**config.mk**
```make
export PLATFORM = sky130hd
export DESIGN_NAME = sdftm_queue
export DESIGN_NICKNAME = d
export VERILOG_FILES = /design/src/sdftm_pkg.sv /design/src/sdftm_queue.sv
export SDC_FILE = /design/constraint.sdc
export NUM_CORES = 1
export LEC_CHECK = 0
export ABC_AREA = 1
export BUFFER_PORTS_ARGS = -buffer_cell sky130_fd_sc_hd__buf_4
export CAP_MARGIN = 20
export CORE_MARGIN = 3
export CORE_UTILIZATION = 52
export CTS_CLUSTER_DIAMETER = 80
export DETAILED_ROUTE_END_ITERATION = 7
export GPL_TIMING_DRIVEN = 0
export PLACE_DENSITY = 0.81
export SETUP_SLACK_MARGIN = 0.4
export SYNTH_ARGS = -nofsm -noshare
export SYNTH_HDL_FRONTEND = slang
export SYNTH_SLANG_ARGS = --single-unit
```
**constraint.sdc**
```tcl
create_clock -name i_clk -period 6.15 [get_ports i_clk]
set_clock_uncertainty 0.05 [all_clocks]
set_input_delay 0.9225 -clock i_clk [delete_from_list [all_inputs] [get_ports i_clk]]
set_output_delay 0.9225 -clock i_clk [all_outputs]
set_load 0.02 [all_outputs]
```
**src/sdftm_pkg.sv**
```systemverilog
// Package for the sliding single-bin DFT magnitude unit.
// Holds the fixed widths, the quarter-wave sine table, the queue entry type and the
// back-end state type. It has no dependencies.
`default_nettype none
package sdftm_pkg;

    localparam int SAMPLE_BITS     = 16;
    localparam int TABLE_ADDR_BITS = 10;
    localparam int PROD_BITS       = 32;
    localparam int SUM_BITS        = 42;
    localparam int MAG_BITS        = 41;
    localparam int RAD_BITS        = 2 * SUM_BITS;
    localparam int ROOT_BITS       = SUM_BITS;
    localparam int WLEN_BITS       = 11;
    localparam int DEF_MAX_WINDOW  = 1024;
    localparam int QUEUE_DEPTH     = 2;
    localparam int QUARTER         = 1 << (TABLE_ADDR_BITS - 2);
    localparam longint unsigned HALF_PI_Q30 = 64'd1686629713;

    typedef logic [14:0] t_qtab [0:QUARTER];

    // Running sums of one item and its window-full flag, as handed to the back end.
    typedef struct packed {
        logic [SUM_BITS-1:0] sine_sum;
        logic [SUM_BITS-1:0] cosine_sum;
        logic                window_full;
    } t_sums;

    typedef enum logic [1:0] {
        B_IDLE,
        B_SQUARE,
        B_ROOT,
        B_DONE
    } t_back_state;

    // Q30 Taylor series of sin(x) to the x^11 term, rounded to Q15.
    function automatic logic [14:0] quarter_sine(input int unsigned r);
        longint unsigned x;
        longint unsigned x2;
        longint unsigned t;
        longint          acc;
        longint unsigned q;
        x   = (longint'(r) * HALF_PI_Q30) >> (TABLE_ADDR_BITS - 2);
        x2  = (x * x) >> 30;
        t   = x;
        acc = longint'(x);
        t   = ((t * x2) >> 30) / 6;
        acc = acc - longint'(t);
        t   = ((t * x2) >> 30) / 20;
        acc = acc + longint'(t);
        t   = ((t * x2) >> 30) / 42;
        acc = acc - longint'(t);
        t   = ((t * x2) >> 30) / 72;
        acc = acc + longint'(t);
        t   = ((t * x2) >> 30) / 110;
        acc = acc - longint'(t);
        if (acc < 0) acc = 0;
        q = (longint'(acc) + 16384) >> 15;
        if (q > 32767) q = 32767;
        return q[14:0];
    endfunction

    function automatic t_qtab build_qtab();
        t_qtab tab;
        for (int r = 0; r <= QUARTER; r++) begin
            tab[r] = quarter_sine(r);
        end
        return tab;
    endfunction

    localparam t_qtab QSIN = build_qtab();

    // Full-turn sine in Q15 from a table phase index.
    function automatic logic signed [15:0] table_sine(input logic [TABLE_ADDR_BITS-1:0] p);
        logic [1:0]                   quad;
        logic [TABLE_ADDR_BITS-3:0]   r;
        logic [TABLE_ADDR_BITS-2:0]   idx;
        logic [15:0]                  mag;
        quad = p[TABLE_ADDR_BITS-1 -: 2];
        r    = p[TABLE_ADDR_BITS-3:0];
        if (quad[0]) idx = (TABLE_ADDR_BITS-1)'(QUARTER) - {1'b0, r};
        else         idx = {1'b0, r};
        mag = {1'b0, QSIN[idx]};
        if (quad[1]) return -signed'(mag);
        return signed'(mag);
    endfunction

endpackage
`default_nettype wire

```
**src/sdftm_queue.sv**
```systemverilog
// Short queue of running sums between the front and back ends.
// Depends on sdftm_pkg.
`default_nettype none
module sdftm_queue (
    input  wire logic             i_clk,
    input  wire logic             i_rst_n,
    input  wire logic             i_push,
    input  wire sdftm_pkg::t_sums i_data,
    output logic                  o_space,
    input  wire logic             i_pop,
    output logic                  o_valid,
    output sdftm_pkg::t_sums      o_data
);
    import sdftm_pkg::*;

    localparam int PW = $clog2(QUEUE_DEPTH);
    localparam int CW = $clog2(QUEUE_DEPTH + 1);

    t_sums          r_mem [0:QUEUE_DEPTH-1];
    logic [PW-1:0]  r_wr, r_rd;
    logic [CW-1:0]  r_count;

    assign o_space = r_count < CW'(QUEUE_DEPTH);
    assign o_valid = r_count != '0;
    assign o_data  = r_mem[r_rd];

    always_ff @(posedge i_clk) begin
        if (!i_rst_n) begin
            r_wr    <= '0;
            r_rd    <= '0;
            r_count <= '0;
        end else begin
            if (i_push) r_wr <= (r_wr == PW'(QUEUE_DEPTH - 1)) ? '0 : r_wr + PW'(1);
            if (i_pop)  r_rd <= (r_rd == PW'(QUEUE_DEPTH - 1)) ? '0 : r_rd + PW'(1);
            r_count <= r_count + CW'(i_push) - CW'(i_pop);
        end
    end

    always_ff @(posedge i_clk) begin
        if (i_push) r_mem[r_wr] <= i_data;
    end

    a_no_overflow: assert property (@(posedge i_clk) disable iff (!i_rst_n)
        i_push |-> (o_space || i_pop)) else $error("queue pushed while full");
    a_no_underflow: assert property (@(posedge i_clk) disable iff (!i_rst_n)
        i_pop |-> o_valid) else $error("queue popped while empty");
    a_count_bound: assert property (@(posedge i_clk) disable iff (!i_rst_n)
        r_count <= CW'(QUEUE_DEPTH)) else $error("queue count out of range");
endmodule
`default_nettype wire

```
# Yosys cells after proc, flatten, opt, wreduce, memory -nomap -nowiden
# Memory sizes are Yosys's and may differ from the RTL's. A register that Yosys moved wholly into a read port is not among the register bits.
# Cells that the tools add are included.
# W data, S select, Z words.
op_classes:
  addsub: 4
  magnitude_cmp: 1
  muxes: 6
  reduce_logical: 1
op_table:
  columns: ["op", "count"]
  rows:
  - ["$mux W1", 6]
  - ["$add A1 B1 Y1 const B", 2]
  - ["$add A2 B1 Y2", 1]
  - ["$lt A2 B2 Y1 const B", 1]
  - ["$reduce_bool A2 Y1", 1]
  - ["$sub A2 B1 Y2", 1]
totals:
  register_bits: 4
  ram_bits: 170
  word_cells: 16
  mem_count: 1
mem_list:
  columns: ["memory", "words", "word_bits", "read_ports", "rd_ports_with_merged_regs", "wr", "line", "rtl"]
  rows:
  - ["r_mem", 2, 85, 1, 1, 1, "sdftm_queue.sv:19", "t_sums r_mem [0:QUEUE_DEPTH-1];"]

# Depth between registers and ports, before layout
depth:
  word_depth: 4
  ltp_mapped: 9
  depth_no_buf: 9

# Worst setup path before layout
# Ideal clock, no wire load.
synth_timing:
  path_kind: "input -> register"
  start: "input port i_push"
  end: "memory r_mem[0][0] (netlist name) (enable)"
  t_arrival_ns: 4.523
  t_required_ns: 5.569
  setup_slack_ns: 1.046
  path_stages: 2
  path_buffers: 0
  cell_sequence: "inv_1 > nor2_1"
synth_between:
  elab_chain_len: 2
synth_lines:
  columns: ["item", "line", "rtl"]
  rows:
  - ["start: declaration", "sdftm_queue.sv:7", "input wire logic i_push,"]
  - ["$mux W1", "sdftm_queue.sv:40", "if (i_push) r_mem[r_wr] <= i_data;"]
  - ["$mux W1 (implied by the code)", "sdftm_queue.sv:40", null]
  - ["end: declaration", "sdftm_queue.sv:19", null]
# No other way between the ends.

==> run metrics <==
largest net degree at the start of global routing=48; sw power=579 uW; Worst Hold Class=reg2reg; Detail Placement HPWL=8.06 mm; DRC=0; Synth Area in Compound Gates=0.000786; internal power=2160 uW; Flop pwr share=0.509; sequential cell area=5200 um^2; distinct cell type count after synthesis=13; core area=11,700 um^2; Max VDD drop=0.215 mV; share of layout cells above drive strength 1=0.487; area of the die=13,600 um^2; largest family of logic cells by synthesized area=multiplexers; CP Cell Sequence=buf_4, buf_6, mux2_1, buf_4; via count=3,342; Power Dens Cells=323 nW/um^2; post-synthesis xor/xnor area fraction=0; Clock Latency Late Sink=0.41 ns; fill count=750; portion of netlist area occupied by mux cells=0.150; Synthesis Warnings=0; Post-Place Cell Area=7940 um^2; Hold-fix buffers, CTS=0; Adder-Cell Fraction of Synth Area=0.00393; area of the multi-input gates=1060 um^2; period utilization=0.443; Clock transition at path regs=0.06 ns; max-slew violation count=0; R2R depth=3; Max FO, Critical Path=10; WP depth=4; Post-Synth Simple-Gate Area=0.0102; Initial Util=0.544; sequential area share after synthesis=0.818; setup TNS=0 ns; Syn Area/Cell=21.4 um^2; Setup Buffers After CTS=0; slowest stage cell, crit path=dfxtp_1; port bufs=175; commonest non-fill, non-tap cell in the layout=buf_4; Max Cap Viol=0; grt met1 use=0.203; unrepaired setup endpoints after global routing=false; Syn-to-layout area delta=33.4%; most frequent cells in the layout=176 x buf_4, 170 x edfxtp_1, 50 x mux2_1; Total GRT Usage=0.176; DR iter-0 viols=287; synthesized flop and latch total=175; global-route wire length before repair=17.6 mm; Leak Pwr=0.00325 uW; WL/cell=18.2 um; fin nets=585; WP buf/inv=3; Max-slew headroom=0.529; 1st-pass router iterations=4; Design Area, Final=8490 um^2; H-tree depth=4; Worst setup EP type=output pin; sw frac=0.211; setup violators final=0; mapped cell area=6370 um^2; CP max stage delay=0.39 ns; initial antenna violation count=0; CTS Buffer Depth=2; hold depth=2; CP startpoint kind=flip-flop; min Tclk post-route=2.72 ns; critical path class=reg2out; CTS tree=yes; fmax=367 MHz; io pins=176; die width=117 um; Mapped Cells=297; CP top delay family=buffers and inverters; met3 usage=0.0601; post-CTS sizing=0; vias in the first global route=3,521; global route overflow=0; clock share of power=0.369; WP data arrival=1.75 ns; status=finished, final reports clean; Worst Path Required=5.18 ns; Logic pwr share=0.122; most used cell, CP=buf_4; busiest grt layer=met2; CTS buffer count=17; clk sinks=175; Final Hold Fails=0; routed vias/inst=5.16; Root Driver=clkbuf_16; worst-margin pin slew=0.704 ns; post-detailed-route count of antenna-violating nets=0; standard-cell rows=39; global placer's final weighted congestion=0.735; Synth Net Count=388; GRT met2 Usage=0.302; Total Routed Length=11.8 mm; die height=117 um; # diodes=0
-- flip-flops by register name, indices dropped and copies added, names as in the netlist, named ones only --
register  count
r_wr          1
r_rd          1
r_count       2
r_mem       170
-- final timing paths --
| check | startpoint | endpoint | slack [ns] |
|---|---|---|---|
| setup / recovery | flip-flop | o_data[32] | 3.43 |
| hold / removal | r_rd | flip-flop | 0.45 |
| setup reg to reg | r_wr | r_mem[1][19] | 4.47 |
| hold reg to reg | r_rd | flip-flop | 0.45 |
-- cell usage after synthesis, drive strengths merged --
master	count	area, um^2
buf	9	78.8
edfxtp	170	5100
nor2	7	26.3
ha	2	25.0
nand2	9	33.8
nand3	1	5.00
mux2	85	957
a21oi	1	5.00
inv	8	30.0
dfxtp	5	100
-- power groups by stage --
stage / clock (uW) / sequential, uW / combinational (uW)
detailed placement: 0 / 1420 / 336
global route: 1090 / 1400 / 357
finish: 1010 / 1390 / 333
floorplan: 0 / 1420 / 172
CTS: 1030 / 1400 / 338
global placement: 0 / 1420 / 320
-- kinds of logic after synthesis --
logic type,count (synthesis)
mux,85
fa+ha+maj,2
simple gates,17
compound gates,1
flops,175
buf+inv,17
-- through the flow --
stage | setup slack (ns) | hold slack, ns | cells | power, uW | utilization
global placement | -0.852 | 0.428 | 615 | 1750 | 0.671
CTS | 3.35 | 0.458 | 648 | 2770 | 0.725
global route | 3.30 | 0.491 | 648 | 2850 | 0.725
floorplan | 1.05 | 0.413 | 297 | 1590 | -
finish | 3.43 | 0.451 | 648 | 2740 | 0.725
detailed placement | 3.80 | 0.441 | 618 | 1760 | 0.678
-- per-layer routing --
metal / up-vias / routed length [um]
li1: 1550 / -
met2: 131 / 6100
met5: - / 0
met3: 14 / 1010
met4: 0 / 197
met1: 1647 / 4470
-- tightest hold or removal path, delay by kind of cell (launching register included) --
kind	cells	cell delay, ns
and+or+nand+nor	2	0.14
DFF	1	0.33
-- area by class of cell --
type	instances	share of cell area
Buffer	9	0.00928
Inverter	8	0.00383
Clock buffer	20	0.0514
Tap cell	143	0.0211
Sequential cell	175	0.613
Clock inverter	10	0.0143
Multi-Input combinational cell	105	0.125
Timing Repair Buffer	178	0.163
Power figures use the tool's default switching activity.
