===== src/sdftm_pkg.sv =====
// Package for the sliding single-bin DFT magnitude unit.
// Holds the fixed widths, the quarter-wave sine table, the queue entry type and the
// back-end state type. It has no dependencies.
`default_nettype none
package sdftm_pkg;

    localparam int SAMPLE_BITS     = 16;
    localparam int TABLE_ADDR_BITS = 10;
    localparam int PROD_BITS       = 32;
    localparam int SUM_BITS        = 42;
    localparam int MAG_BITS        = 41;
    localparam int RAD_BITS        = 2 * SUM_BITS;
    localparam int ROOT_BITS       = SUM_BITS;
    localparam int WLEN_BITS       = 11;
    localparam int DEF_MAX_WINDOW  = 1024;
    localparam int QUEUE_DEPTH     = 2;
    localparam int QUARTER         = 1 << (TABLE_ADDR_BITS - 2);
    localparam longint unsigned HALF_PI_Q30 = 64'd1686629713;

    typedef logic [14:0] t_qtab [0:QUARTER];

    // Running sums of one item and its window-full flag, as handed to the back end.
    typedef struct packed {
        logic [SUM_BITS-1:0] sine_sum;
        logic [SUM_BITS-1:0] cosine_sum;
        logic                window_full;
    } t_sums;

    typedef enum logic [1:0] {
        B_IDLE,
        B_SQUARE,
        B_ROOT,
        B_DONE
    } t_back_state;

    // Q30 Taylor series of sin(x) to the x^11 term, rounded to Q15.
    function automatic logic [14:0] quarter_sine(input int unsigned r);
        longint unsigned x;
        longint unsigned x2;
        longint unsigned t;
        longint          acc;
        longint unsigned q;
        x   = (longint'(r) * HALF_PI_Q30) >> (TABLE_ADDR_BITS - 2);
        x2  = (x * x) >> 30;
        t   = x;
        acc = longint'(x);
        t   = ((t * x2) >> 30) / 6;
        acc = acc - longint'(t);
        t   = ((t * x2) >> 30) / 20;
        acc = acc + longint'(t);
        t   = ((t * x2) >> 30) / 42;
        acc = acc - longint'(t);
        t   = ((t * x2) >> 30) / 72;
        acc = acc + longint'(t);
        t   = ((t * x2) >> 30) / 110;
        acc = acc - longint'(t);
        if (acc < 0) acc = 0;
        q = (longint'(acc) + 16384) >> 15;
        if (q > 32767) q = 32767;
        return q[14:0];
    endfunction

    function automatic t_qtab build_qtab();
        t_qtab tab;
        for (int r = 0; r <= QUARTER; r++) begin
            tab[r] = quarter_sine(r);
        end
        return tab;
    endfunction

    localparam t_qtab QSIN = build_qtab();

    // Full-turn sine in Q15 from a table phase index.
    function automatic logic signed [15:0] table_sine(input logic [TABLE_ADDR_BITS-1:0] p);
        logic [1:0]                   quad;
        logic [TABLE_ADDR_BITS-3:0]   r;
        logic [TABLE_ADDR_BITS-2:0]   idx;
        logic [15:0]                  mag;
        quad = p[TABLE_ADDR_BITS-1 -: 2];
        r    = p[TABLE_ADDR_BITS-3:0];
        if (quad[0]) idx = (TABLE_ADDR_BITS-1)'(QUARTER) - {1'b0, r};
        else         idx = {1'b0, r};
        mag = {1'b0, QSIN[idx]};
        if (quad[1]) return -signed'(mag);
        return signed'(mag);
    endfunction

endpackage
`default_nettype wire


===== src/sdftm_back.sv =====
// Back end: squares both sums with a shared multiplier, takes an exact integer square
// root one bit a step and holds the result in an output register. Depends on sdftm_pkg.
`default_nettype none
module sdftm_back (
    input  wire logic                          i_clk,
    input  wire logic                          i_rst_n,
    input  wire logic                          i_q_valid,
    input  wire sdftm_pkg::t_sums              i_q_data,
    output logic                               o_pop,
    output logic                               o_valid,
    input  wire logic                          i_ready,
    output logic [sdftm_pkg::MAG_BITS-1:0]     o_magnitude,
    output logic                               o_window_full
);
    import sdftm_pkg::*;

    localparam int HALF  = SUM_BITS / 2;
    localparam int REM_W = ROOT_BITS + 4;

    t_back_state            r_state, n_state;
    logic [SUM_BITS-1:0]    r_sa, r_ca;
    logic                   r_full;
    logic [2:0]             r_step;
    logic [RAD_BITS-1:0]    r_rad;
    logic [REM_W-1:0]       r_rem;
    logic [ROOT_BITS-1:0]   r_root;
    logic [5:0]             r_cnt;
    logic                   r_out_valid;

    logic                   load_out;
    logic [SUM_BITS-1:0]    sel;
    logic [HALF-1:0]        op_a, op_b;
    logic [SUM_BITS-1:0]    prod;
    logic [RAD_BITS-1:0]    addend;
    logic [REM_W-1:0]       rem_sh, trial;
    logic [SUM_BITS-1:0]    abs_s, abs_c;

    assign abs_s = i_q_data.sine_sum[SUM_BITS-1]   ? -i_q_data.sine_sum   : i_q_data.sine_sum;
    assign abs_c = i_q_data.cosine_sum[SUM_BITS-1] ? -i_q_data.cosine_sum : i_q_data.cosine_sum;

    always_comb begin
        n_state = r_state;
        case (r_state)
            B_IDLE:   if (i_q_valid) n_state = B_SQUARE;
            B_SQUARE: if (r_step == 3'd5) n_state = B_ROOT;
            B_ROOT:   if (r_cnt == 6'(ROOT_BITS - 1)) n_state = B_DONE;
            B_DONE:   if (!r_out_valid || i_ready) n_state = B_IDLE;
            default:  n_state = B_IDLE;
        endcase
    end

    always_comb begin
        o_pop    = 1'b0;
        load_out = 1'b0;
        case (r_state)
            B_IDLE:  o_pop    = i_q_valid;
            B_DONE:  load_out = !r_out_valid || i_ready;
            default: begin
                o_pop    = 1'b0;
                load_out = 1'b0;
            end
        endcase
    end

    // Each square is lo*lo + 2*hi*lo*2^HALF + hi*hi*2^(2*HALF).
    always_comb begin
        sel = (r_step < 3'd3) ? r_sa : r_ca;
        case (r_step)
            3'd0, 3'd3: begin op_a = sel[HALF-1:0];          op_b = sel[HALF-1:0]; end
            3'd1, 3'd4: begin op_a = sel[SUM_BITS-1:HALF];   op_b = sel[HALF-1:0]; end
            default:    begin op_a = sel[SUM_BITS-1:HALF];   op_b = sel[SUM_BITS-1:HALF]; end
        endcase
        prod = SUM_BITS'(op_a * op_b);
        case (r_step)
            3'd0, 3'd3: addend = RAD_BITS'(prod);
            3'd1, 3'd4: addend = RAD_BITS'(prod) << (HALF + 1);
            default:    addend = RAD_BITS'(prod) << (2 * HALF);
        endcase
    end

    assign rem_sh = {r_rem[REM_W-3:0], r_rad[RAD_BITS-1 -: 2]};
    assign trial  = {2'b00, r_root, 2'b01};

    always_ff @(posedge i_clk) begin
        if (!i_rst_n) begin
            r_state     <= B_IDLE;
            r_out_valid <= 1'b0;
        end else begin
            r_state <= n_state;
            if (load_out)     r_out_valid <= 1'b1;
            else if (i_ready) r_out_valid <= 1'b0;
        end
    end

    always_ff @(posedge i_clk) begin
        case (r_state)
            B_IDLE: begin
                r_sa   <= abs_s;
                r_ca   <= abs_c;
                r_full <= i_q_data.window_full;
                r_step <= '0;
                r_rad  <= '0;
            end
            B_SQUARE: begin
                r_rad  <= r_rad + addend;
                r_step <= r_step + 3'd1;
                r_rem  <= '0;
                r_root <= '0;
                r_cnt  <= '0;
            end
            B_ROOT: begin
                r_rad <= r_rad << 2;
                r_cnt <= r_cnt + 6'd1;
                if (rem_sh >= trial) begin
                    r_rem  <= rem_sh - trial;
                    r_root <= {r_root[ROOT_BITS-2:0], 1'b1};
                end else begin
                    r_rem  <= rem_sh;
                    r_root <= {r_root[ROOT_BITS-2:0], 1'b0};
                end
            end
            default: r_cnt <= r_cnt;
        endcase
        if (load_out) begin
            o_magnitude   <= r_root[ROOT_BITS-1:MAG_BITS] != '0 ? '1 : r_root[MAG_BITS-1:0];
            o_window_full <= r_full;
        end
    end

    assign o_valid = r_out_valid;

    a_pop_only_idle: assert property (@(posedge i_clk) disable iff (!i_rst_n)
        o_pop |-> r_state == B_IDLE) else $error("pop outside idle");
    a_load_frees: assert property (@(posedge i_clk) disable iff (!i_rst_n)
        load_out |=> r_state == B_IDLE && r_out_valid) else $error("load lost");
    a_root_start: assert property (@(posedge i_clk) disable iff (!i_rst_n)
        (r_state == B_SQUARE && r_step == 3'd5) |=> r_state == B_ROOT && r_cnt == '0)
        else $error("root did not start clean");
endmodule
`default_nettype wire


===== config.mk =====
export PLATFORM = sky130hd
export DESIGN_NAME = sdftm_back
export DESIGN_NICKNAME = d
export VERILOG_FILES = /design/src/sdftm_pkg.sv /design/src/sdftm_back.sv
export SDC_FILE = /design/constraint.sdc
export NUM_CORES = 2
export LEC_CHECK = 0
export ABC_CLOCK_PERIOD_IN_PS = 10400
export BUFFER_PORTS_ARGS = -buffer_cell sky130_fd_sc_hd__buf_4
export CORE_AREA = 2 2 243 269
export CTS_CLUSTER_DIAMETER = 120
export DETAILED_ROUTE_END_ITERATION = 12
export DIE_AREA = 0 0 245 271
export HOLD_SLACK_MARGIN = 0.1
export PLACE_DENSITY_LB_ADDON = 0.08
export SLEW_MARGIN = 20
export SYNTH_ARGS = -nofsm -noshare
export SYNTH_HDL_FRONTEND = slang
export SYNTH_SLANG_ARGS = --single-unit
export TNS_END_PERCENT = 30

===== constraint.sdc =====
create_clock -name i_clk -period 10.4 [get_ports i_clk]
set_clock_uncertainty 0.2 [all_clocks]
set_input_delay 0.52 -clock i_clk [delete_from_list [all_inputs] [get_ports i_clk]]
set_output_delay 0.52 -clock i_clk [all_outputs]
set_load 0.05 [all_outputs]

# --- Word level (Yosys, flattened, before mapping) ---
# Cells that the tools add are included.
totals:
  register_bits: 309
  input_bits: 89
  output_inout_bits: 44
  wordCells: 69
classes:
  add_sub_neg: 6
  n_mul: 1
  order_cmp: 2
  eq_ne: 12
  muxes: 22
  n_reduce_logical: 12
op_table:
  columns: ["operator", "n"]
  rows:
  - ["84-bit one-hot mux with 3 select lines", 1]
  - ["84-bit one-hot mux with 2 select lines", 1]
  - ["44-bit one-hot mux with 2 select lines", 1]
  - ["84-bit adder", 1]
  - ["42-bit negation", 2]
  - ["42-bit one-hot mux with 2 select lines", 1]
  - ["41-bit two-way mux", 2]
  - ["46-bit by 44-bit greater-or-equal comparator with 1-bit output", 1]
  - ["44-bit two-way mux", 1]
  - ["44-bit subtractor", 1]
  - ["21-bit by 21-bit multiplier with 42-bit output", 1]
  - ["21-bit two-way mux", 2]
  - ["42-bit two-way mux", 1]
  - ["6-bit one-hot mux with 2 select lines", 1]
  - ["2-bit two-way mux", 4]
  - ["2-bit inequality test, second input constant", 4]
  - ["2-bit one-hot mux with 4 select lines", 1]
  - ["6-bit by 1-bit adder with 6-bit output, second input constant", 1]
  - ["3-bit equality test, second input constant", 2]
  - ["6-bit equality test, second input constant", 1]
  - ["3-bit one-hot mux with 2 select lines", 1]
  - ["2-bit nonzero test", 3]
  - ["1-bit two-way mux", 5]
  - ["2-bit equality test, second input constant", 2]
  - ["13 further kinds", 14]

# --- Longest topological paths before layout ---
depth:
  depth_word: 7
  depth_mapped: 48
  mapped_depth_nobuf: 44

# --- Worst setup path after synthesis ---
# Ideal clock, no wire load.
synth_timing:
  kind: "reg2reg"
  start: "register r_step[0]"
  end: "register r_rad[79], data pin"
  setup_time_ns: 0.135
  arrival_ns: 11.147
  required_ns: 10.065
  slack_ns: -1.082
  path_stages_with_launch: 47
  path_buffers: 5
  period_less_slack_ns: 11.482
  path_cell_list: "edfxtp_1 ha_1 ha_1 a21oi_1 clkbuf_1 clkbuf_1 nand3_1 o21ai_0 clkbuf_1 nor2_1 fa_1 fa_1 inv_1 fa_1 inv_1 fa_1 fa_1 fa_1 [11 not listed] o21ai_0 nand2_1 nor3b_1 a311oi_1 o22ai_1 ha_1 clkbuf_1 nand4_1 nor3_1 nand2_1 a31o_2 o21a_1 o41ai_1 a21oi_1 o21ai_0 a21oi_1 or4_1 nand3_1"
synth_between:
  elab_chain_len: 7
synth_lines:
  columns: ["element", "line", "text"]
  rows:
  - ["start: declaration", "sdftm_back.sv:23", "logic [2:0] r_step;"]
  - ["start signal: assignment", "sdftm_back.sv:106", "r_step <= r_step + 3'd1;"]
  - ["3-bit by 2-bit < comparator with 1-bit output, or another cell as far along", "sdftm_back.sv:67", "sel = (r_step < 3'd3) ? r_sa : r_ca;"]
  - ["42-bit two-way mux, or another cell as far along", "sdftm_back.sv:67", null]
  - ["21-bit two-way mux", "sdftm_back.sv:68", "case (r_step)"]
  - ["21-bit by 21-bit multiplier with 42-bit output", "sdftm_back.sv:73", "prod = SUM_BITS'(op_a * op_b);"]
  - ["84-bit one-hot mux with 2 select lines (*)", "sdftm_back.sv:74", "case (r_step)"]
  - ["84-bit adder (*)", "sdftm_back.sv:105", "r_rad <= r_rad + addend;"]
  - ["84-bit one-hot mux with 3 select lines (*)", "sdftm_back.sv:96", "case (r_state)"]
  - ["end signal: assignment", "sdftm_back.sv:105", null]
  - ["end signal: assignment", "sdftm_back.sv:112", "r_rad <= r_rad << 2;"]
  - ["end: declaration", "sdftm_back.sv:24", "logic [RAD_BITS-1:0] r_rad;"]
# Every way passes the cells marked *; elsewhere a longest branch is shown, timed or not.
# A chain may end at the register's enable or synchronous reset.

# --- Worst setup path after layout ---
layout_timing:
  start: "register r_step[0]"
  end: "register r_rad[83], data pin"
# Same word-level chain as after synthesis.

==> results.md <==
* Status: complete, but fails checks
* Violated checks: negative setup slack
* Yosys top cell by area: edfxtp_1
* Clock Pin Slew Worst Setup and Hold Paths at 0.06 ns
* Data arrival, critical path at 11.23 ns
* DRC viols at 0
* Die footprint at 66400 sq um
* RSZ-0062 raised after global routing: yes
* GPL Wtd Cong at 1.03
* DP HPWL at around 100000 microns
* Initial antenna violation count at 3
* EDFF count, synth at 306
* Antenna-violating nets left at 0
* Syn Inst Count at 4280
* Vias per cell at 5.86
* Crit. End Element: flop
* Min Tclk post-route at 11.12 ns
* CTS tree: yes
* Most frequent cell after synthesis: nand2_1
* Max-slew violations at 0
* Worst Path Max Fanout at 8
* DRT iter0 DRCs at 2891
* Critical-path top delay cell: fa_1
* Distinct cells, synth at 79
* Die Span Y at roughly 270 microns
* First-pass DRT Iterations at 6
* Area delta synth->final at 30.5%
* Max frequency at 90.0 MHz
* Row cnt at 97
* Root buffer cell: clkbuf_16
* Drt wl/cell at between 20 and 25 microns
* Crit share post-route at 107%
* Top cells by count, synth: nand2_1, inv_1, nor2_1, fa_1, edfxtp_1
* Post-synth ARST share at 0%
* Clock Latency Late Sink at between 0.5 and 0.6 ns
* Slew HR at 30.3%
* Least-Margin Pin Slew at 1.05 ns
* H-tree depth at 2
* Top cells by area, synth: edfxtp_1, fa_1, ha_1
* Worst setup margin at -0.716 ns
* First-pass GRT wire length at 197000 microns
* Max-cap check violation count at 0
* Syn Area/Cell at roughly 8.7 sq um
* Top-area cell type share of the netlist area at 24.8%
* Routed wire length at 129000 microns
* Worst setup SP type: flop
* Total CTS buffers at 37
* Dpl ws at -1.11 ns
* WS Path Type: reg2reg
* Final nets at 5853
* Data required, critical path at roughly 11 ns
* Vias in the first global route at 34900
* Largest net degree at the start of global routing at 87
* Post-synthesis sequential element count at 309
* Clock Sinks at 309
* CP most frequent cell: fa_1
* Setup TNS at -17.06 ns
* Post-synthesis cell area at 37100 sq um
* Layout cell share with drive strength beyond 1 at approximately a quarter
* Max incr delay on CP at 0.55 ns
* Die Width at 245 microns
* Final hold viol count at 0
* Max clock buf depth at 3
* Vias at 35100
* Hold WC Path Type: in2reg
* Initial Util at 58.5%
* Setup violation total in the final timing report at 46
* Syn Nets at 5020
* Synth Warn # at 0
* Core Box Area at 63500 sq um
* Predominant post-synthesis flop cell: edfxtp_1
* PortBufs at about 130
* All-Layer GR Usage at a little under two fifths
* IO Count at 133
* Seq/Total Area, Yosys at about 25%
* Global route overflow at 0
==> area by class of cell <==
cell class | count | area [sq um]
multi-input combinational | 3245 | 26600
timing repair buffer | 1002 | 8390
sequential | 309 | 9250
inverter | 518 | 1950
antenna | 3 | 7.51
clock buffer | 44 | 952
tap | 841 | 1050
fill | 4669 | 15000
clock inverter | 23 | 300
==> registers in the layout (all words and copies together) (netlist names) <==
signal	count
r_state	2
r_ca	42
o_valid	1
r_rad	84
r_rem	44
r_step	3
r_root	42
o_magnitude	41
o_window_full	1
r_full	1
r_cnt	6
r_sa	42
==> stage by stage <==
| step | area [sq um] | hold WS [ns] | std cells | util, % |
|---|---|---|---|---|
| after floorplan | 37400 | 0.200 | 4280 | - |
| after global placement | 44600 | 0.204 | 5783 | 70.3 |
| after detailed placement | 44600 | 0.209 | 5783 | 70.3 |
| after CTS | 47100 | 0.100 | 5932 | 74.2 |
| after global routing | 48500 | 0.124 | 5983 | 76.3 |
| final | 48500 | 0.121 | 5985 | 76.3 |
==> timing repair <==
item                       4_1_cts  5_1_grt
hold buffers                    68        0
hold endpoints to repair        72        0
cloned                           1        5
setup endpoints to repair       49       63
pin swaps                       24       78
resized for setup               84      203
setup buffers                   13       45
==> logic make-up after synthesis <==
family	count (synthesis)	share of synthesized area, %
and+or+nand+nor	1460	17.2
AOI/OAI and AO/OA	848	14.4
DFF	309	24.9
xor gates and xnor gates	240	5.66
adders and majority gates	651	29.2
muxes	46	1.35
buffers and inverters	726	7.35
==> critical path: cells and delay by family (launching register included) <==
kind / cells / cell delay [ns]
adders and majority gates: 11 / 4.65
AOI/OAI and AO/OA: 15 / 2.75
buffers and inverters: 12 / 1.47
and+or+nand+nor: 5 / 0.67
xor gates and xnor gates: 3 / 0.57
DFF: 1 / 0.49
==> final timing paths <==
| kind | from | to | slack, ns | cells after the start |
|---|---|---|---|---|
| worst max-delay path | r_step[0] | r_rad[83] | -0.72 | 46 |
| worst min-delay path | i_q_data[27] | r_ca[26] | 0.12 | 2 |
| worst max register to register | r_step[0] | r_rad[83] | -0.72 | 46 |
| worst min register to register | r_full | o_window_full | 0.22 | 0 |
==> placed cells by master (no fill, tap or decap), drive strengths merged, types with 23 or more instances in the layout <==
master       instances
a21o                80
a21oi              211
a22oi               29
buf                929
clkbuf              49
dlygate4sd3         68
edfxtp             306
fa                 359
ha                 292
inv                518
mux2i               41
nand2              618
nand3               79
nand4               55
nor2               481
nor2b               53
nor3                24
o21a                50
o21ai              224
o21bai              43
o22ai               42
o31ai               37
or4                 23
xnor2              164
xor2                76
==> per-layer routing <==
metal / track usage (%) / share of wire, % / vias up
li1: - / - / 16100
met3: 6.57 / 8.0 / 374
met2: 62.5 / 47 / 1567
met1: 49.0 / 39 / 17100
met4: 20.3 / 6.2 / 4
met5: 0 / 0.021 / -
Power is not shown: default switching activity piles up to over one toggle a cycle in this logic, so the estimate is an artifact.
